### src/hw/rtl/cio_pkg.sv
// Shared types, codes and constant tables of the console I/O and IRQ controller.
package cio_pkg;

  // Bus operation codes
  typedef enum logic [1:0] {
    OP_READ  = 2'd0,
    OP_WRITE = 2'd1,
    OP_TICK  = 2'd2,
    OP_NONE  = 2'd3
  } op_t;

  // Port addresses (low byte)
  localparam logic [7:0] PORT_TONE_A = 8'hF8;
  localparam logic [7:0] PORT_TONE_C = 8'hFA;
  localparam logic [7:0] PORT_VOLUME = 8'hFB;
  localparam logic [7:0] PORT_STATUS = 8'hFC;
  localparam logic [7:0] PORT_MATRIX = 8'hFD;
  localparam logic [7:0] PORT_VBASE  = 8'hFE;
  localparam logic [7:0] PORT_VCTRL  = 8'hFF;

  // Line timing
  localparam logic [8:0] FRAME_LINES    = 9'd262;
  localparam logic [8:0] LINE_ACTIVE    = 9'd192;
  localparam logic [8:0] LINE_IRQ_FIRST = 9'd195;
  localparam logic [8:0] LINE_IRQ_LAST  = 9'd251;
  localparam logic [8:0] LINE_IRQ_FULL  = 9'd255;
  localparam logic [7:0] BUDGET_LONG    = 8'd230;
  localparam logic [7:0] BUDGET_SHORT   = 8'd32;

  // Read constants
  localparam logic [7:0] READ_BASE     = 8'h80;
  localparam logic [7:0] READ_UNMAPPED = 8'hFF;

  // Reset value of the tile map base
  localparam logic [5:0] VBASE_RESET = 6'h2E;

  // Sound write beats: three command bytes
  localparam logic [1:0] BEAT_FIRST = 2'd0;
  localparam logic [1:0] BEAT_HIGH  = 2'd1;
  localparam logic [1:0] BEAT_LAST  = 2'd2;

  // Tone divider table, indexed by the inverted 6-bit divider
  localparam logic [9:0] TONE_MAP [64] = '{
    10'd0,   10'd13,  10'd26,  10'd38,  10'd51,  10'd64,  10'd77,  10'd90,
    10'd102, 10'd115, 10'd128, 10'd141, 10'd154, 10'd166, 10'd179, 10'd192,
    10'd205, 10'd218, 10'd230, 10'd243, 10'd256, 10'd269, 10'd282, 10'd294,
    10'd307, 10'd320, 10'd333, 10'd346, 10'd358, 10'd371, 10'd384, 10'd397,
    10'd410, 10'd422, 10'd435, 10'd448, 10'd461, 10'd474, 10'd486, 10'd499,
    10'd512, 10'd525, 10'd538, 10'd550, 10'd563, 10'd576, 10'd589, 10'd602,
    10'd614, 10'd627, 10'd640, 10'd653, 10'd666, 10'd678, 10'd691, 10'd704,
    10'd717, 10'd730, 10'd743, 10'd755, 10'd768, 10'd781, 10'd794, 10'd807
  };

  // One input beat
  typedef struct packed {
    logic [1:0]  operation;
    logic [7:0]  port;
    logic [7:0]  data;
    logic [15:0] pad_state;
  } item_t;

  // One result beat
  typedef struct packed {
    logic [7:0] read_data;
    logic       irq_raise;
    logic       irq_clear;
    logic       frame_end;
    logic [7:0] cycle_budget;
    logic [7:0] sound_byte;
    logic       sound_valid;
    logic       last;
    logic [5:0] video_base;
    logic [2:0] pattern_base;
    logic [4:0] video_flags;
  } result_t;

  // Tone latch command for a channel
  function automatic logic [7:0] latch_code(input logic [1:0] ch);
    logic [7:0] code;
    unique case (ch)
      2'd0:    code = 8'h80;
      2'd1:    code = 8'hA0;
      default: code = 8'hC0;
    endcase
    return code;
  endfunction

  // Volume command for a channel: its level when on, silence otherwise
  function automatic logic [7:0] vol_byte(input logic [1:0] ch, input logic on);
    logic [7:0] code;
    logic [3:0] lvl;
    unique case (ch)
      2'd0:    begin code = 8'h90; lvl = 4'h9; end
      2'd1:    begin code = 8'hB0; lvl = 4'h7; end
      default: begin code = 8'hD0; lvl = 4'h5; end
    endcase
    return code | {4'h0, (on ? lvl : 4'hF)};
  endfunction

endpackage

### src/hw/rtl/cio_regs.sv
// Controller state and the single-pass decode of one beat into one result.
module cio_regs import cio_pkg::*; (
  input  logic    clk,
  input  logic    rst,
  input  item_t   item,
  input  logic [1:0] beat,
  input  logic    commit,
  output result_t res
);

  logic [8:0] line_count, line_count_next;
  logic [7:0] irq_status, irq_status_next;
  logic [7:0] irq_enable, irq_enable_next;
  logic [7:0] scan_columns, scan_columns_next;
  logic [2:0] tone_on, tone_on_next;
  logic [5:0] video_base_reg, video_base_reg_next;
  logic [2:0] pattern_base_reg, pattern_base_reg_next;
  logic [4:0] video_flag_reg, video_flag_reg_next;

  logic [7:0] p1, p2;
  logic [3:0] mtx;
  logic [9:0] tone_f;
  logic       is_tone, is_vol;
  logic [1:0] snd_ch;
  logic       snd_on;
  logic [8:0] ln;

  // Joystick matrix for the selected columns: P1 in bits 1:0, P2 in 3:2
  always_comb begin
    p1  = item.pad_state[7:0];
    p2  = item.pad_state[15:8];
    mtx = '0;
    if (scan_columns[0]) begin
      mtx = mtx | {item.pad_state == 16'h0200, item.pad_state == 16'h0100,
                   item.pad_state == 16'h0002, item.pad_state == 16'h0001};
    end
    if (scan_columns[1]) mtx = mtx | {p2[3], p2[2], p1[3], p1[2]};
    if (scan_columns[2]) mtx = mtx | {p2[5], p2[4], p1[5], p1[4]};
    if (scan_columns[3]) mtx = mtx | {p2[7], p2[6], p1[7], p1[6]};
  end

  // Sound command decode
  assign tone_f  = TONE_MAP[~item.data[5:0]];
  assign is_tone = (item.port >= PORT_TONE_A) && (item.port <= PORT_TONE_C);
  assign is_vol  = (item.port == PORT_VOLUME);
  assign snd_ch  = is_tone ? (item.port[1:0] - PORT_TONE_A[1:0]) : beat;
  assign snd_on  = is_tone ? (tone_f != '0) : (item.data[1] && tone_on[snd_ch]);
  assign ln      = line_count + 9'd1;

  // Work out the result and the next state
  always_comb begin
    line_count_next       = line_count;
    irq_status_next       = irq_status;
    irq_enable_next       = irq_enable;
    scan_columns_next     = scan_columns;
    tone_on_next          = tone_on;
    video_base_reg_next   = video_base_reg;
    pattern_base_reg_next = pattern_base_reg;
    video_flag_reg_next   = video_flag_reg;
    res                   = '0;
    res.last              = 1'b1;

    unique case (op_t'(item.operation))
      OP_READ: begin
        if (item.port == PORT_STATUS) begin
          res.read_data = irq_status | READ_BASE | {4'h0, mtx[3:2], 2'b00};
        end else if (item.port == PORT_MATRIX) begin
          res.read_data = READ_BASE | {4'h0, mtx};
          if (irq_status[1]) begin
            irq_status_next[1] = 1'b0;
            res.irq_clear      = 1'b1;
          end
        end else begin
          res.read_data = READ_UNMAPPED;
        end
      end
      OP_WRITE: begin
        if (is_tone || is_vol) begin
          res.sound_valid = 1'b1;
          res.last        = (beat == BEAT_LAST);
          if (is_tone && beat == BEAT_FIRST) begin
            res.sound_byte = latch_code(snd_ch) | {4'h0, tone_f[3:0]};
          end else if (is_tone && beat == BEAT_HIGH) begin
            res.sound_byte = {2'b00, tone_f[9:4]};
          end else begin
            res.sound_byte = vol_byte(snd_ch, snd_on);
          end
          if (is_tone) tone_on_next[snd_ch] = (tone_f != '0);
        end else if (item.port == PORT_STATUS) begin
          irq_enable_next = item.data;
        end else if (item.port == PORT_MATRIX) begin
          scan_columns_next = item.data;
          if (irq_status[0]) begin
            irq_status_next[0] = 1'b0;
            res.irq_clear      = 1'b1;
          end
        end else if (item.port == PORT_VBASE) begin
          video_base_reg_next = item.data[7:2];
        end else if (item.port == PORT_VCTRL) begin
          pattern_base_reg_next = item.data[7:5];
          video_flag_reg_next   = item.data[4:0];
        end
      end
      OP_TICK: begin
        res.cycle_budget = (line_count >= LINE_ACTIVE || video_flag_reg[3]) ?
                           BUDGET_LONG : BUDGET_SHORT;
        if (ln >= LINE_IRQ_FIRST && ln <= LINE_IRQ_LAST && ln[1:0] == 2'b11) begin
          if (irq_enable[1]) begin
            res.irq_raise      = 1'b1;
            irq_status_next[1] = 1'b1;
          end
        end else if (ln == LINE_IRQ_FULL) begin
          if (irq_enable[1:0] != 2'b00) begin
            res.irq_raise   = 1'b1;
            irq_status_next = irq_enable;
          end
        end
        if (ln == FRAME_LINES) begin
          line_count_next = '0;
          res.frame_end   = 1'b1;
        end else begin
          line_count_next = ln;
        end
      end
      OP_NONE: begin
        res.last = 1'b1;
      end
      default: begin
        res.last = 1'b1;
      end
    endcase

    res.video_base   = video_base_reg_next;
    res.pattern_base = pattern_base_reg_next;
    res.video_flags  = video_flag_reg_next;
  end

  // Update state when the last beat of an item is taken
  always_ff @(posedge clk) begin
    if (rst) begin
      line_count       <= '0;
      irq_status       <= '0;
      irq_enable       <= '0;
      scan_columns     <= '0;
      tone_on          <= '0;
      video_base_reg   <= VBASE_RESET;
      pattern_base_reg <= '0;
      video_flag_reg   <= '0;
    end else if (commit) begin
      line_count       <= line_count_next;
      irq_status       <= irq_status_next;
      irq_enable       <= irq_enable_next;
      scan_columns     <= scan_columns_next;
      tone_on          <= tone_on_next;
      video_base_reg   <= video_base_reg_next;
      pattern_base_reg <= pattern_base_reg_next;
      video_flag_reg   <= video_flag_reg_next;
    end
  end

endmodule

### src/hw/rtl/console_io_irq_controller.sv
// Top level of the console I/O and IRQ controller: input register, decode, result register.
// Each accepted bus read, bus write or scanline tick is held in an input register, decoded in
// one pass against the controller state and written to a result register, where it stays on
// the output until it is taken. Reads, non-sound writes and ticks give one result each, so a
// new beat can be accepted every cycle while the result register is not stalled. Writes to
// the tone ports and the volume port emit three sound command bytes and hold the input
// register until the last byte is written to the result register. The result register only
// stalls the input side when out_ready is low and a result is waiting.
module console_io_irq_controller import cio_pkg::*; (
  input  logic        clk,
  input  logic        rst,
  input  logic        in_valid,
  output logic        in_ready,
  input  logic [1:0]  operation,
  input  logic [7:0]  port,
  input  logic [7:0]  data,
  input  logic [15:0] pad_state,
  output logic        out_valid,
  input  logic        out_ready,
  output logic [7:0]  read_data,
  output logic        irq_raise,
  output logic        irq_clear,
  output logic        frame_end,
  output logic [7:0]  cycle_budget,
  output logic [7:0]  sound_byte,
  output logic        sound_valid,
  output logic        last,
  output logic [5:0]  video_base,
  output logic [2:0]  pattern_base,
  output logic [4:0]  video_flags
);

  logic       hold_valid;
  item_t      hold;
  logic [1:0] beat;
  result_t    res;
  result_t    out_reg;
  logic       out_load;
  logic       fire;

  // Result register takes a new beat when empty or being drained
  assign out_load = !out_valid || out_ready;
  assign fire     = hold_valid && out_load;
  assign in_ready = !hold_valid || (fire && res.last);

  cio_regs u_regs (
    .clk    (clk),
    .rst    (rst),
    .item   (hold),
    .beat   (beat),
    .commit (fire && res.last),
    .res    (res)
  );

  // Input register and beat counter
  always_ff @(posedge clk) begin
    if (rst) begin
      hold_valid <= 1'b0;
      beat       <= BEAT_FIRST;
    end else begin
      if (in_ready) hold_valid <= in_valid;
      if (fire) beat <= res.last ? BEAT_FIRST : beat + 2'd1;
    end
  end

  always_ff @(posedge clk) begin
    if (in_valid && in_ready) begin
      hold <= '{operation: operation, port: port, data: data, pad_state: pad_state};
    end
  end

  // Result register
  always_ff @(posedge clk) begin
    if (rst) begin
      out_valid <= 1'b0;
    end else if (out_load) begin
      out_valid <= hold_valid;
    end
  end

  always_ff @(posedge clk) begin
    if (fire) out_reg <= res;
  end

  assign read_data    = out_reg.read_data;
  assign irq_raise    = out_reg.irq_raise;
  assign irq_clear    = out_reg.irq_clear;
  assign frame_end    = out_reg.frame_end;
  assign cycle_budget = out_reg.cycle_budget;
  assign sound_byte   = out_reg.sound_byte;
  assign sound_valid  = out_reg.sound_valid;
  assign last         = out_reg.last;
  assign video_base   = out_reg.video_base;
  assign pattern_base = out_reg.pattern_base;
  assign video_flags  = out_reg.video_flags;

endmodule

### config.mk
export PLATFORM = sky130hd
export DESIGN_NAME = console_io_irq_controller
export DESIGN_NICKNAME = d
export VERILOG_FILES = /design/src/hw/rtl/cio_pkg.sv /design/src/hw/rtl/cio_regs.sv /design/src/hw/rtl/console_io_irq_controller.sv
export SDC_FILE = /design/constraint.sdc
export NUM_CORES = 1
export LEC_CHECK = 0
export ABC_CLOCK_PERIOD_IN_PS = 3100
export BUFFER_PORTS_ARGS = -buffer_cell sky130_fd_sc_hd__clkbuf_2
export CORE_MARGIN = 1
export CORE_UTILIZATION = 40
export DETAILED_ROUTE_END_ITERATION = 12
export GPL_TIMING_DRIVEN = 0
export HOLD_SLACK_MARGIN = 0.08
export PLACE_DENSITY = 0.61
export SLEW_MARGIN = 20
export SYNTH_ARGS = -nofsm -noshare
export SYNTH_HDL_FRONTEND = slang
export SYNTH_SLANG_ARGS = --single-unit
export TNS_END_PERCENT = 5
### constraint.sdc
create_clock -name clk -period 3.1 [get_ports clk]
set_input_delay 0.155 -clock clk [delete_from_list [all_inputs] [get_ports clk]]
set_output_delay 0.155 -clock clk [all_outputs]
set_load 0.005 [all_outputs]
# ---- After elaboration in Yosys (flattened, before gate mapping)
# Memories as Yosys holds them, arrays and structs flattened.
# Index checks and enable logic that the tools add are counted.
dict set report word_totals {
  ram_bits 0
  latchBits 0
  rom_bits 640
  out_inout_bits 45
  regBits 125
  n_memories 1
  wordCells 186
  input_bits 38
}
# memory words word_bits read_ports rd_clocked_by_memory_dff write_ports line
set memory_table {}
lappend memory_table {{(name not given)} 64 10 1 0 0 cio_regs.sv:43} ;# assign tone_f = TONE_MAP[~item.data[5:0]];
dict set report classes {
  n_mul 0
  n_bitwise 11
  muxes 77
  eq_ne 28
  div 0
  addsub 2
  order_cmp 8
  shift 0
  reduce_logical 31
}
# operator n
set op_table {}
lappend op_table {{2-to-1 mux 8 bit} 11}
lappend op_table {{equality test 8 bit (second input constant)} 5}
lappend op_table {{2-to-1 mux 4 bit} 9}
lappend op_table {{2-to-1 mux 5 bit} 6}
lappend op_table {{2-to-1 mux 6 bit} 5}
lappend op_table {{case mux 7 bit (2 select lines)} 2}
lappend op_table {{OR 8 x 4 -> 8 bit} 3}
lappend op_table {{2-to-1 mux 1 bit} 22}
lappend op_table {{2-to-1 mux 10 bit} 2}
lappend op_table {{>= comparator 9 x 8 -> 1 bit (second input constant)} 2}
lappend op_table {{2-to-1 mux 3 bit} 6}
lappend op_table {{equality test 16 x 1 -> 1 bit (second input constant)} 1}
lappend op_table {{equality test 16 x 10 -> 1 bit (second input constant)} 1}
lappend op_table {{equality test 16 x 2 -> 1 bit (second input constant)} 1}
lappend op_table {{equality test 16 x 9 -> 1 bit (second input constant)} 1}
lappend op_table {{OR 4 bit} 3}
lappend op_table {{logical AND 1 bit} 10}
lappend op_table {{2-to-1 mux 2 bit} 5}
lappend op_table {{AND reduction 5 bit} 2}
lappend op_table {{nonzero test 10 bit} 1}
lappend op_table {{adder 9 x 1 -> 9 bit (second input constant)} 1}
lappend op_table {{equality test 9 x 8 -> 1 bit (second input constant)} 1}
lappend op_table {{equality test 9 bit (second input constant)} 1}
lappend op_table {{<= comparator 9 x 8 -> 1 bit (second input constant)} 1}
lappend op_table {{other kinds (30)} 55}

# ---- Depth between registers and ports, before layout
# Gate-level depths: netlist (run 1).
dict set report depth {
  word_depth 13
  depth_mapped 12
  depth_no_buf 10
}

# ---- Modules after synthesis
# Synthesis (run 1) repeated with hierarchy kept, for this count alone.
dict set report unflattened {
  cells_unflattened 617
  area_unflattened_um2 6311.1
}
# mod instances area_per_inst_um2 cells_each seq_area_each_um2
set by_module_without_submodules {}
lappend by_module_without_submodules {cio_regs 1 3818.7 517 880.8}
lappend by_module_without_submodules {console_io_irq_controller 1 2492.4 100 2392.3}

# ---- Worst setup path before layout (run 1)
# OpenSTA, ideal clock, no wires.
dict set report synth_timing {
  path_kind {register -> register}
  start {register hold[16] (netlist bit)}
  end {register out_reg (netlist bit sound_byte[1]), data pin}
  slack_ns -0.129
  arrival_ns 3.083
  setup_ns 0.146
  stages_incl_launch_ff 11
  t_required_ns 2.954
  synth_period_minus_slack_ns 3.229
  path_buffers 2
  cell_sequence {edfxtp_1 > clkbuf_1 > inv_1 > ha_1 > buf_2 > mux4_2 > nand4b_1 > or4_1 > or4b_1 > a32o_1 > a21oi_1}
}
dict set report synth_between {
  elab_chain_len 11
  elab_cells_between_ends 12
  classes_between {mux: 6; bitwise: 4; reduce/logical: 1; memory: 1}
}
# element line
set synth_rtl {}
lappend synth_rtl {{from (decl)} console_io_irq_controller.sv:34} ;# item_t hold;
lappend synth_rtl {{from (signal assigned)} console_io_irq_controller.sv:68} ;# hold <= '{operation: operation, port: port, data: data, pad_state: pad_state};
lappend synth_rtl {{inverter 6 bit (*)} cio_regs.sv:43}
lappend synth_rtl {{inverter 6 -> 7 bit (*)} cio_regs.sv:43}
lappend synth_rtl {{memory (64 x 10 bit) (*)} n/a}
lappend synth_rtl {{2-to-1 mux 10 bit (not written as such) (*) (2 in a row)} cio_regs.sv:43}
lappend synth_rtl {{nonzero test 10 bit} cio_regs.sv:47} ;# assign snd_on = is_tone ? (tone_f != '0) : (item.data[1] && tone_on[snd_ch]);
lappend synth_rtl {{2-to-1 mux 1 bit} cio_regs.sv:47}
lappend synth_rtl {{2-to-1 mux 4 bit} cio_pkg.sv:97} ;# return code | {4'h0, (on ? lvl : 4'hF)};
lappend synth_rtl {{OR 8 x 4 -> 8 bit} cio_pkg.sv:97}
lappend synth_rtl {{2-to-1 mux 8 bit} cio_regs.sv:83} ;# end else if (is_tone && beat == BEAT_HIGH) begin
lappend synth_rtl {{2-to-1 mux 8 bit (*)} cio_regs.sv:81} ;# if (is_tone && beat == BEAT_FIRST) begin
lappend synth_rtl {{to (signal assigned)} console_io_irq_controller.sv:82} ;# if (fire) out_reg <= res;
lappend synth_rtl {{to (decl)} console_io_irq_controller.sv:37} ;# result_t out_reg;
# Every way passes the cells marked *; elsewhere a longest branch is shown, timed or not. The select of a mux whose other input is x is not followed.
# A chain may end at the register's enable or synchronous reset.

# ---- Worst setup path in the final report (run 1)
dict set report layout_timing {
  start {register hold[16] (netlist bit)}
  end {register out_reg (netlist bit sound_byte[2]), data pin}
}
# Same word-level chain as after synthesis.

==> summary.txt, run 1 <==
Outcome
  • Status: complete, but fails checks
  • Failing checks: negative setup slack

Routing
  • Initial DRC Count: 345
  • ANT nets after route: 0
  • DR pass1 iterations: 5
  • Final WL: around 16000 um
  • DR vias/cell: 5.48
  • Drt wl/cell: 16.8 um
  • DRC: 0
  • Via Count: 5297

Final layout
  • Leading registers by flop count: hold (34), u_regs.line_count (9)
  • Layout area overhead: 30.0%
  • Layout cell share with drive strength beyond 1: 22.6%
  • Finished Layout Cells: 967
  • Final nets: 821
  • # diodes: 0
  • Largest Register: hold
  • Max FFs per register: 34

Setup path
  • Crit. End Element: flip-flop
  • Worst path slowest cell: mux4_2
  • Worst-path cell chain: clkbuf_8, clkinvlp_4, ha_4, buf_8, mux4_2, nand4b_1, or4_1, or4b_1, a32o_2, a21oi_2
  • Critical path type: reg2reg
  • Startpoint Class: flip-flop
  • Crit Path Max Fanout: 9
  • Slowest stage delay, CP: 500 ps
  • Worst Path Required: around 3400 ps
  • Worst path arrival time: 3450 ps

Clock tree
  • Num Clock Sinks: 119
  • H-tree levels: 4
  • Clk Tree Root Cell: clkbuf_16
  • Worst-path clk slew: 60 ps
  • CTS tree: yes
  • CTS max path bufs: 2
  • TritonCTS Buffers: 17
  • Clock Latency Late Sink: 420 ps

Timing
  • Final worst-path cycle share: 102%
  • Period minus WS final: 3170 ps
  • Worst Skew: 7.80 ps
  • Worst slew pin tran: around 840 ps
  • Slew Viols, Final: 0
  • RSZ-0062 raised after global routing: true
  • FMAX: 316 MHz
  • Slew margin rel.: 44.0%
  • Setup slack after layout: -67.0 ps
  • Final setup vio count: 3
  • Hold WS: 446 ps
  • Final TNS setup: -144 ps
  • Final hold vios: 0

Placed design
  • Post-DP HPWL: 11300 um
  • IO Port Bufs: 79
  • Pre-CTS worst setup slack: -616 ps
  • Cell total after placement: 890
  • GP Congestion: 0.863

Global route
  • Grt ovf: 0
  • Antenna violations before repair: 0
  • First-pass GRT wire length: 26700 um
  • Largest net degree at the start of global routing: 35
  • Gr usage total: 21.7%
  • Vias in the first global route: roughly 5k

Logic synthesis
  • Cells after Synth: 620
  • Seq cells post-synth: 119
  • Number of synthesized flops with an enable pin: 71
  • Ys async rst share: 0%
  • Top FF cell, synth: edfxtp_1
  • Register area share after synthesis: between 50% and 60%
  • Synth warnings: 0
  • Mapped cell area: 6160 um2
  • Syn avg cell area: 9.94 um2
  • Yosys cell types: 70

Die
  • I/O Pins: 83
  • Die H: 126 um
  • Initial Util: roughly two fifths
  • Die width: 126 um
  • Row count: between 40 and 50
  • Placeable Area: 15100 um2
  • Die area: 15900 um2

Pwr
  • Clock share of power: around half
  • Sequential power share: 40.6%
  • Int Power: 3420 uW
  • Sw Share: 23.2%
  • Sw Pwr: 1030 uW
  • Max VDD drop: 0.000336 V
  • Power Dens Cells: 556 nW/um2
  • Comb power frac: between 10% and 20%
  • Leak: 0.00306 uW
  • Total power: about 4500 uW

Run
  • Max-cap viol count: 0

Hold path
  • Worst Hold Class: in2reg
-- metal layers --
layer	GRT usage [%]	routed length (um)
met3	5.27	888
met1	28.0	7320
met5	0	0
met4	8.72	328
met2	35.0	7750
-- final cells by class --
class,instances,area (um2)
plain buffers,40,235
flip-flops and latches,119,3090
clock inverters,10,165
well taps,188,235
inverters,22,86.3
clock buffers,22,484
repair buffers,125,853
fillers,1322,7130
multi-input cells,441,2860
-- synthesized netlist by cell type, drive strengths merged, types with 8 or more instances --
library cell	count	area (um2)
ha	17	213
mux2i	17	170
a211oi	15	118
edfxtp	71	2130
inv	22	82.6
nand2	49	184
nor3	25	130
nor2b	10	62.6
nand3b	8	60.1
nand3	13	65.1
nor2	81	304
o21ai	24	120
nand2b	10	70.1
clkbuf	22	82.6
mux2	16	180
a21oi	45	225
dfxtp	48	961
buf	18	133
-- what timing repair did --
item,4_1_cts,5_1_grt
hold buffers,37,0
gates resized for setup,19,2
setup buffers,8,0
setup endpoints to repair,4,47
pin swaps,5,0
hold endpoints to repair,37,0
-- layout by cell type (no fill, tap or decap), drive strengths merged, types with 7 or more instances in the layout --
cell and count:
inv 23, a21oi 45, nand2 49, ha 17, o211ai 7, dlygate4sd3 37, o21ai 24, mux2i 17
clkbuf 123, nor2b 10, nand4 7, mux2 16, nand2b 10, dfxtp 48, edfxtp 71, nand3 13
buf 27, a211oi 15, nor3 25, nor2 81, nand3b 8
-- per-stage QoR --
stage / utilization [%] / instance area, um2
2_1_floorplan: - / 6170
3_3_place_gp: 44.9 / 6800
3_5_place_dp: 45.1 / 6830
4_1_cts: 52.8 / 8000
5_1_grt: 52.9 / 8010
6_report: 52.9 / 8010
-- power by group through the flow --
stage                     Clock, uW  Sequential (uW)  Combinational [uW]
after floorplan                   0             1830                 260
after detailed placement          0             1840                 409
after CTS                      2180             1810                 479
after global placement            0             1840                 398
after global routing           2260             1820                 532
final                          2160             1810                 484
-- final timing paths --
| check | from | end | depth (start not counted) | slack, ps |
|---|---|---|---|---|
| max | hold[16] | sound_byte[2] | 10 | -70 |
| max reg2reg | hold[16] | sound_byte[2] | 10 | -70 |
| min reg2reg | u_regs.video_base_reg[2] | u_regs.video_base_reg[2] | 2 | 470 |
| min | pad_state[9] | hold[9] | 2 | 450 |
-- worst max-delay path, delay by kind of cell (launching register included) --
| kind | cells | cell delay (ps) |
|---|---|---|
| buf+inv | 3 | 430 |
| mux | 1 | 500 |
| compound gates | 2 | 400 |
| flops | 1 | 360 |
| fa+ha+maj | 1 | 250 |
| simple gates | 3 | 1100 |
-- cells by family after synthesis --
logic type / synth area share, %
AND/OR/NAND/NOR: 18.5
AO/OA/AOI/OAI: 15.8
flip-flops: 50.2
buffers and inverters: 4.83
multiplexers: 6.05
adder cells (fa/ha/maj): 3.45
XOR/XNOR: 1.14
other: 0.0609
(Power assumes the default switching activity.)
==> run 2, diff against run 1 <==
--- a/config.mk
+++ b/config.mk
@@ -5,14 +5,15 @@
 export SDC_FILE = /design/constraint.sdc
 export NUM_CORES = 1
 export LEC_CHECK = 0
-export ABC_CLOCK_PERIOD_IN_PS = 3100
-export BUFFER_PORTS_ARGS = -buffer_cell sky130_fd_sc_hd__clkbuf_2
+export ABC_CLOCK_PERIOD_IN_PS = 3800
+export BUFFER_PORTS_ARGS = -buffer_cell sky130_fd_sc_hd__buf_2
+export CORE_ASPECT_RATIO = 0.7
 export CORE_MARGIN = 1
 export CORE_UTILIZATION = 40
 export DETAILED_ROUTE_END_ITERATION = 12
 export GPL_TIMING_DRIVEN = 0
 export HOLD_SLACK_MARGIN = 0.08
-export PLACE_DENSITY = 0.61
+export PLACE_DENSITY = 0.59
 export SLEW_MARGIN = 20
 export SYNTH_ARGS = -nofsm -noshare
 export SYNTH_HDL_FRONTEND = slang
==> constraint.sdc (replaced) <==
create_clock -name clk -period 3.8 [get_ports clk]
set_input_delay 0.19 -clock clk [delete_from_list [all_inputs] [get_ports clk]]
set_output_delay 0.19 -clock clk [all_outputs]
set_load 0.005 [all_outputs]
==> summary.txt, run 2 (synthesis results as in run 1) <==
Outcome
  • Status: finished, final reports clean

Timing
  • Period minus WS final: 3550 ps (+384 ps)
  • Final setup vio count: 0 (-3)
  • FMAX: 282 MHz (-11%)
  • Final hold vios: 0 (unchanged)
  • Final TNS setup: 0 ps (+144 ps)
  • Slew Viols, Final: 0 (unchanged)
  • Worst Skew: 10.1 ps (+2.32 ps)
  • Slew margin rel.: 37.3% (-6.7 points)
  • Worst slew pin tran: 917 ps (+76.3 ps)
  • Hold WS: 193 ps (-254 ps)
  • RSZ-0062 raised after global routing: false
  • Final worst-path cycle share: 93.4% (-8.7 points)

Run
  • Max-cap viol count: 0 (unchanged)

Final layout
  • Area of the multi-input gates: 2780 um2 (-2.8%)
  • Filler Cells Inserted: 1324 (+0.15%)
  • Layout area overhead: 28.0%
  • Most frequent cells in the layout: buf_2, nor2_1, edfxtp_1
  • Largest Register: hold
  • # diodes: 0 (unchanged)
  • Final core utilization: 53.1% (+0.19 points)
  • Leading registers by flop count: hold (34), u_regs.line_count (9)
  • Register area: 3090 um2 (unchanged)
  • Layout cell share with drive strength beyond 1: 20.6% (-1.9 points)
  • Most common cell after layout, fill and taps aside: buf_2
  • Final nets: 817 (-0.49%)
  • Max FFs per register: 34 (unchanged)

Clock tree
  • Worst-path clk slew: 60 ps (about the same)
  • Clock Latency Late Sink: 420 ps (about the same)
  • H-tree levels: 4 (unchanged)
  • TritonCTS Buffers: 17 (unchanged)
  • CTS max path bufs: 2 (unchanged)
  • CTS tree: yes
  • Num Clock Sinks: 119 (unchanged)
  • Clk Tree Root Cell: clkbuf_16

Setup path
  • CP top delay family: simple AND/OR/NAND/NOR gates
  • Worst-path cell chain: clkbuf_4, inv_1, ha_1, buf_2, nand2b_1, o22a_1, a31oi_1, a311oi_1, or4_1, or4b_1, a32o_1, a21oi_1
  • Startpoint Class: flip-flop
  • Critical path type: reg2reg
  • Crit. End Element: flip-flop
  • Worst Path Required: 4060 ps (+680 ps)
  • Buf/Inv on CP: 3 (unchanged)
  • Worst path arrival time: 3810 ps (+360 ps)
  • Slowest stage delay, CP: 550 ps (+50 ps)
  • Worst path slowest cell: or4_1
  • Crit Path Max Fanout: 10 (+1)

Routing
  • DRC: 0 (unchanged)
  • Via Count: 5307 (+0.19%)
  • DR vias/cell: 5.47 (-0.12%)
  • Initial DRC Count: 464 (+34%)
  • Drt wl/cell: 17.4 um (+3.1%)
  • ANT nets after route: 0 (unchanged)
  • DR pass1 iterations: 6 (+1)
  • Final WL: 16800 um (+3.4%)

Placed design
  • IO Port Bufs: 79 (unchanged)
  • Post-DP HPWL: 12000 um (+6.2%)
  • GP Congestion: 0.947 (+9.7%)

Global route
  • Grt ovf: 0 (unchanged)
  • First-pass GRT wire length: 26000 um (-2.4%)
  • Gr usage total: 21.9% (+0.15 points)
  • Antenna violations before repair: 0 (unchanged)
  • Largest net degree at the start of global routing: 33 (-5.7%)
  • Vias in the first global route: 4897 (-5.0%)

Die
  • Die width: 150 um (+19%)
  • Initial Util: 41.5% (+0.78 points)
  • I/O Pins: 83 (unchanged)
  • Placeable Area: 14900 um2 (-1.9%)
  • Row count: 37 (-18%)
  • Die H: 106 um (-16%)
  • Die area: 15900 um2 (about the same)

Hold path
  • Worst Hold Class: in2reg

Pwr
  • Max VDD drop: 0.000325 V (-3.3%)
  • Leak: 0.00300 uW (-1.9%)
  • Total power: 3580 uW (-20%)
  • Power Dens Cells: 453 nW/um2 (-18%)
-- run 2: changes by cell type in the layout (fill, tap and decap cells not counted), sizes merged --
cell and delta:
dlygate4sd3 -1, bufinv -1, buf +76, clkbuf -83, inv +4, clkinv +1
-- run 2: cell type report --
class / instances / share of cell area [%]
inverters: 22 / 1.05
plain buffers: 40 / 2.78
clock inverters: 14 / 2.36
multi-input cells: 441 / 35.2
clock buffers: 18 / 5.71
flip-flops and latches: 119 / 39.2
well taps: 195 / 3.09
repair buffers: 121 / 10.6
-- run 2: worst paths after layout --
path,cells after the start,slack (ps),end,startpoint
setup / recovery,12,250,sound_byte[2],hold[16]
setup reg to reg,12,250,sound_byte[2],hold[16]
hold / removal,3,190,out_valid,out_ready
hold reg to reg,2,470,u_regs.video_base_reg[2],u_regs.video_base_reg[2]
-- run 2: through the flow --
stage	worst slack, ps	area (um2)	std cells
4_1_cts	53.9	7860	966
3_5_place_dp	-201	6860	898
5_1_grt	58.2	7890	970
2_1_floorplan	571	6170	622
3_3_place_gp	-528	6810	896
6_report	249	7890	970
-- run 2: tightest hold or removal path, cell delays in order --
cell and delay, ps:
buf_2 70, nand2b_1 160, a21oi_1 120
-- run 2: routing by layer --
metal	global-route usage, %	routed length [um]	vias up
met5	0	0	-
met4	6.42	183	0
met3	5.06	1330	20
met2	30.9	6960	230
met1	32.8	8370	2495
li1	-	-	2562
-- run 2: what timing repair did --
item,CTS,global route
hold buffers,36,0
endpoints found under the hold margin,36,0
endpoints found under the setup margin,3,3
buffers inserted,0,4
gates resized for setup,1,2
-- run 2: where the power goes --
group | switching (uW) | internal (uW) | leakage (uW) | total, uW
clock network | 631 | 1090 | 0.000305 | 1720
registers | 33.9 | 1440 | 0.00106 | 1470
logic | 220 | 165 | 0.00164 | 384
==> run 3, diff against run 2 <==
--- a/config.mk
+++ b/config.mk
@@ -5,6 +5,7 @@
 export SDC_FILE = /design/constraint.sdc
 export NUM_CORES = 1
 export LEC_CHECK = 0
+export ABC_AREA = 1
 export ABC_CLOCK_PERIOD_IN_PS = 3800
 export BUFFER_PORTS_ARGS = -buffer_cell sky130_fd_sc_hd__buf_2
 export CORE_ASPECT_RATIO = 0.7
==> summary.txt, run 3 <==
Setup path
  • Worst Path Required: 4050 ps (about the same)
  • Critical path type: reg2reg
  • Reg2Reg Depth: 17 (+5)
  • R2R Path End: sound_byte[3]
  • R2R Setup Slk: 1000 ps (+760 ps)
  • Crit. End Element: flip-flop
  • Worst reg2reg path startpoint: hold[17]
  • Startpoint Class: flip-flop
  • Worst path arrival time: 3050 ps (-760 ps)
  • Crit Path Max Fanout: 9 (-1)

Pwr
  • Leak: 0.00340 uW (+13%)
  • Power Dens Cells: 446 nW/um2 (-1.7%)
  • Max VDD drop: 0.000336 V (+3.4%)

Final layout
  • Most common cell after layout, fill and taps aside: nand2_1
  • Most frequent cells in the layout: nand2_1, buf_2, inv_1
  • Layout cell share with drive strength beyond 1: 20.6% (about the same)
  • Final nets: 880 (+7.7%)
  • Layout area overhead: 27.1%
  • Max FFs per register: 34 (unchanged)
  • Finished Layout Cells: 1033 (+6.5%)
  • Leading registers by flop count: hold (34), u_regs.line_count (9)
  • Largest Register: hold
  • Design area: 7810 um2 (-0.95%)
  • # diodes: 0 (unchanged)

Logic synthesis
  • Top FF cell, synth: edfxtp_1
  • Mapped cell area: 6150 um2 (-0.20%)
  • Largest cells by area after synthesis: edfxtp_1, dfxtp_1, nand2_1, inv_1, nand3_1
  • Yosys cell types: 55 (-21%)
  • Register area share after synthesis: 50.3% (+0.10 points)
  • Syn avg cell area: 8.93 um2 (-10%)
  • Cells after Synth: 689 (+11%)
  • Synth warnings: 0 (unchanged)
  • Synth top area share: 34.7% (+0.070 points)
  • Number of synthesized flops with an enable pin: 71 (unchanged)
  • Top-count cell post-synth: nand2_1
  • Ys async rst share: 0% (unchanged)
  • Cell accounting for the most synthesized area: edfxtp_1
  • Commonest cells post-synth: nand2_1, inv_1, edfxtp_1
  • Seq cells post-synth: 119 (unchanged)

Die
  • I/O Pins: 83 (unchanged)
  • Die area: 15900 um2 (-0.20%)
  • Initial Util: 41.4% (-0.084 points)
  • Placeable Area: 14900 um2 (unchanged)
  • Die width: 150 um (about the same)
  • Row count: 37 (unchanged)
  • Die H: 106 um (about the same)

Timing
  • Hold WS: 99.5 ps (-93.1 ps)
  • Worst Skew: 9.70 ps (-0.425 ps)
  • Slew margin rel.: 61.9% (+25 points)
  • RSZ-0062 raised after global routing: false
  • Final setup vio count: 0 (unchanged)
  • Slew Viols, Final: 0 (unchanged)
  • Worst slew pin tran: 572 ps (-345 ps)
  • Final worst-path cycle share: 73.6% (-20 points)
  • Period minus WS final: 2800 ps (-755 ps)
  • FMAX: 358 MHz (+27%)
  • Final hold vios: 0 (unchanged)

Placed design
  • GP Congestion: 0.890 (-6.1%)
  • Cell total after placement: 966 (+7.6%)
  • IO Port Bufs: 78 (-1.3%)
  • Post-DP HPWL: 10600 um (-12%)
  • Placed cell areas: 6850 um2 (-0.11%)

Routing
  • Initial DRC Count: 328 (-29%)
  • ANT nets after route: 0 (unchanged)
  • Final WL: 14700 um (-13%)
  • Via Count: 5134 (-3.3%)
  • DR vias/cell: 4.97 (-9.2%)
  • Drt wl/cell: 14.2 um (-18%)
  • DRC: 0 (unchanged)
  • DR pass1 iterations: 5 (-1)

Hold path
  • Worst Hold Launch: in_valid
  • Worst Hold Class: in2reg
  • Worst hold endpoint: hold_valid
  • Hold Path Cell Cnt: 3 (unchanged)

Clock tree
  • Clk Tree Root Cell: clkbuf_16
  • TritonCTS Buffers: 17 (unchanged)
  • Clock Latency Late Sink: 410 ps (about the same)
  • Post-CTS Setup Bufs: 0 (unchanged)
  • H-tree levels: 4 (unchanged)
  • Worst-path clk slew: 60 ps (about the same)
  • Num Clock Sinks: 119 (unchanged)
  • CTS tree: yes
  • CTS max path bufs: 2 (unchanged)

Global route
  • Grt ovf: 0 (unchanged)
  • First-pass GRT wire length: 23600 um (-9.2%)
  • Vias in the first global route: 4833 (-1.3%)
  • Gr usage total: 19.5% (-2.4 points)
  • Largest net degree at the start of global routing: 28 (-15%)
  • Antenna violations before repair: 0 (unchanged)

Run
  • Max-cap viol count: 0 (unchanged)

Outcome
  • Status: finished, final reports clean
run 3: cell count changes after synthesis, moves of 17 or more:
cell,before,now
nor2_1,81,44
nand2_1,49,148
mux2i_1,17,0
nand3_1,13,56
inv_1,22,81
o21ai_1,1,22
run 3: logic make-up (layout without fill, tap and decap cells):
family | Yosys count | count (layout) | share of synthesized area, %
buf+inv | 114 | 261 | 8.22
other cells | 1 | 3 | 0.0610
flops | 119 | 119 | 50.3
fa+ha+maj | 17 | 17 | 3.46
xor+xnor | 5 | 5 | 0.712
compound gates | 136 | 136 | 13.0
simple gates | 297 | 297 | 24.3
run 3: routing by layer:
layer / part of all wire [%] / track usage [%] / up-vias / routed length, um
li1: - / - / 2586 / -
met4: 0.78 / 5.41 / 0 / 115
met3: 4.9 / 4.42 / 11 / 721
met2: 44 / 29.7 / 144 / 6450
met1: 50 / 27.7 / 2393 / 7380
met5: 0 / 0 / - / 0
run 3: worst max-delay path, cell delays in order, from the launching register on:
cell	delay [ps]
edfxtp_1	490
inv_1	400
ha_1	350
nand2_1	150
nand2_1	110
nand2_1	80
nand2_1	50
inv_1	50
nand2_1	80
nand2_1	70
nand2_1	110
nor2_1	120
nand3_1	160
nand2_1	120
nand2_1	50
nand2_1	50
nand2_1	50
a21oi_1	150
run 3: cell type report:
| class | instances | area [um2] |
|---|---|---|
| Multi-Input combinational cell | 458 | 2570 |
| Fill cell | 1342 | 7050 |
| Timing Repair Buffer | 115 | 788 |
| Clock buffer | 19 | 443 |
| Sequential cell | 119 | 3090 |
| Tap cell | 195 | 244 |
| Buffer | 25 | 161 |
| Clock inverter | 13 | 170 |
| Inverter | 89 | 344 |
run 3: worst max path at each step:
| stage | from | to | slack, ps | cells after the start |
|---|---|---|---|---|
| floorplan | out_valid | hold[0] | 100 | 5 |
| global placement | out_valid | hold[23] | -1420 | 5 |
| detailed placement | hold[17] | sound_byte[3] | 1080 | 17 |
| CTS | hold[17] | sound_byte[3] | 1050 | 17 |
| global route | hold[17] | sound_byte[3] | 820 | 17 |
| finish | hold[17] | sound_byte[3] | 1000 | 17 |
run 3: what timing repair did:
item	CTS	global route
hold buffers	35	0
resized for setup	0	0
hold endpoints to repair	35	0
run 3: where the power goes:
| part | internal (uW) | switching [uW] | leakage [uW] |
|---|---|---|---|
| Clock | 1060 | 614 | 0.000291 |
| Sequential | 1430 | 27.9 | 0.00105 |
| Combinational | 135 | 223 | 0.00206 |
run 3: through the flow:
step	TNS, ps	setup WS, ps	utilization [%]	total power, uW
after floorplan	0	99.0	-	1690
after global placement	-48050	-1420	45.7	1800
after CTS	0	1050	52.6	3500
after detailed placement	0	1080	46.1	1810
after global routing	0	822	52.6	3620
final	0	1000	52.6	3480
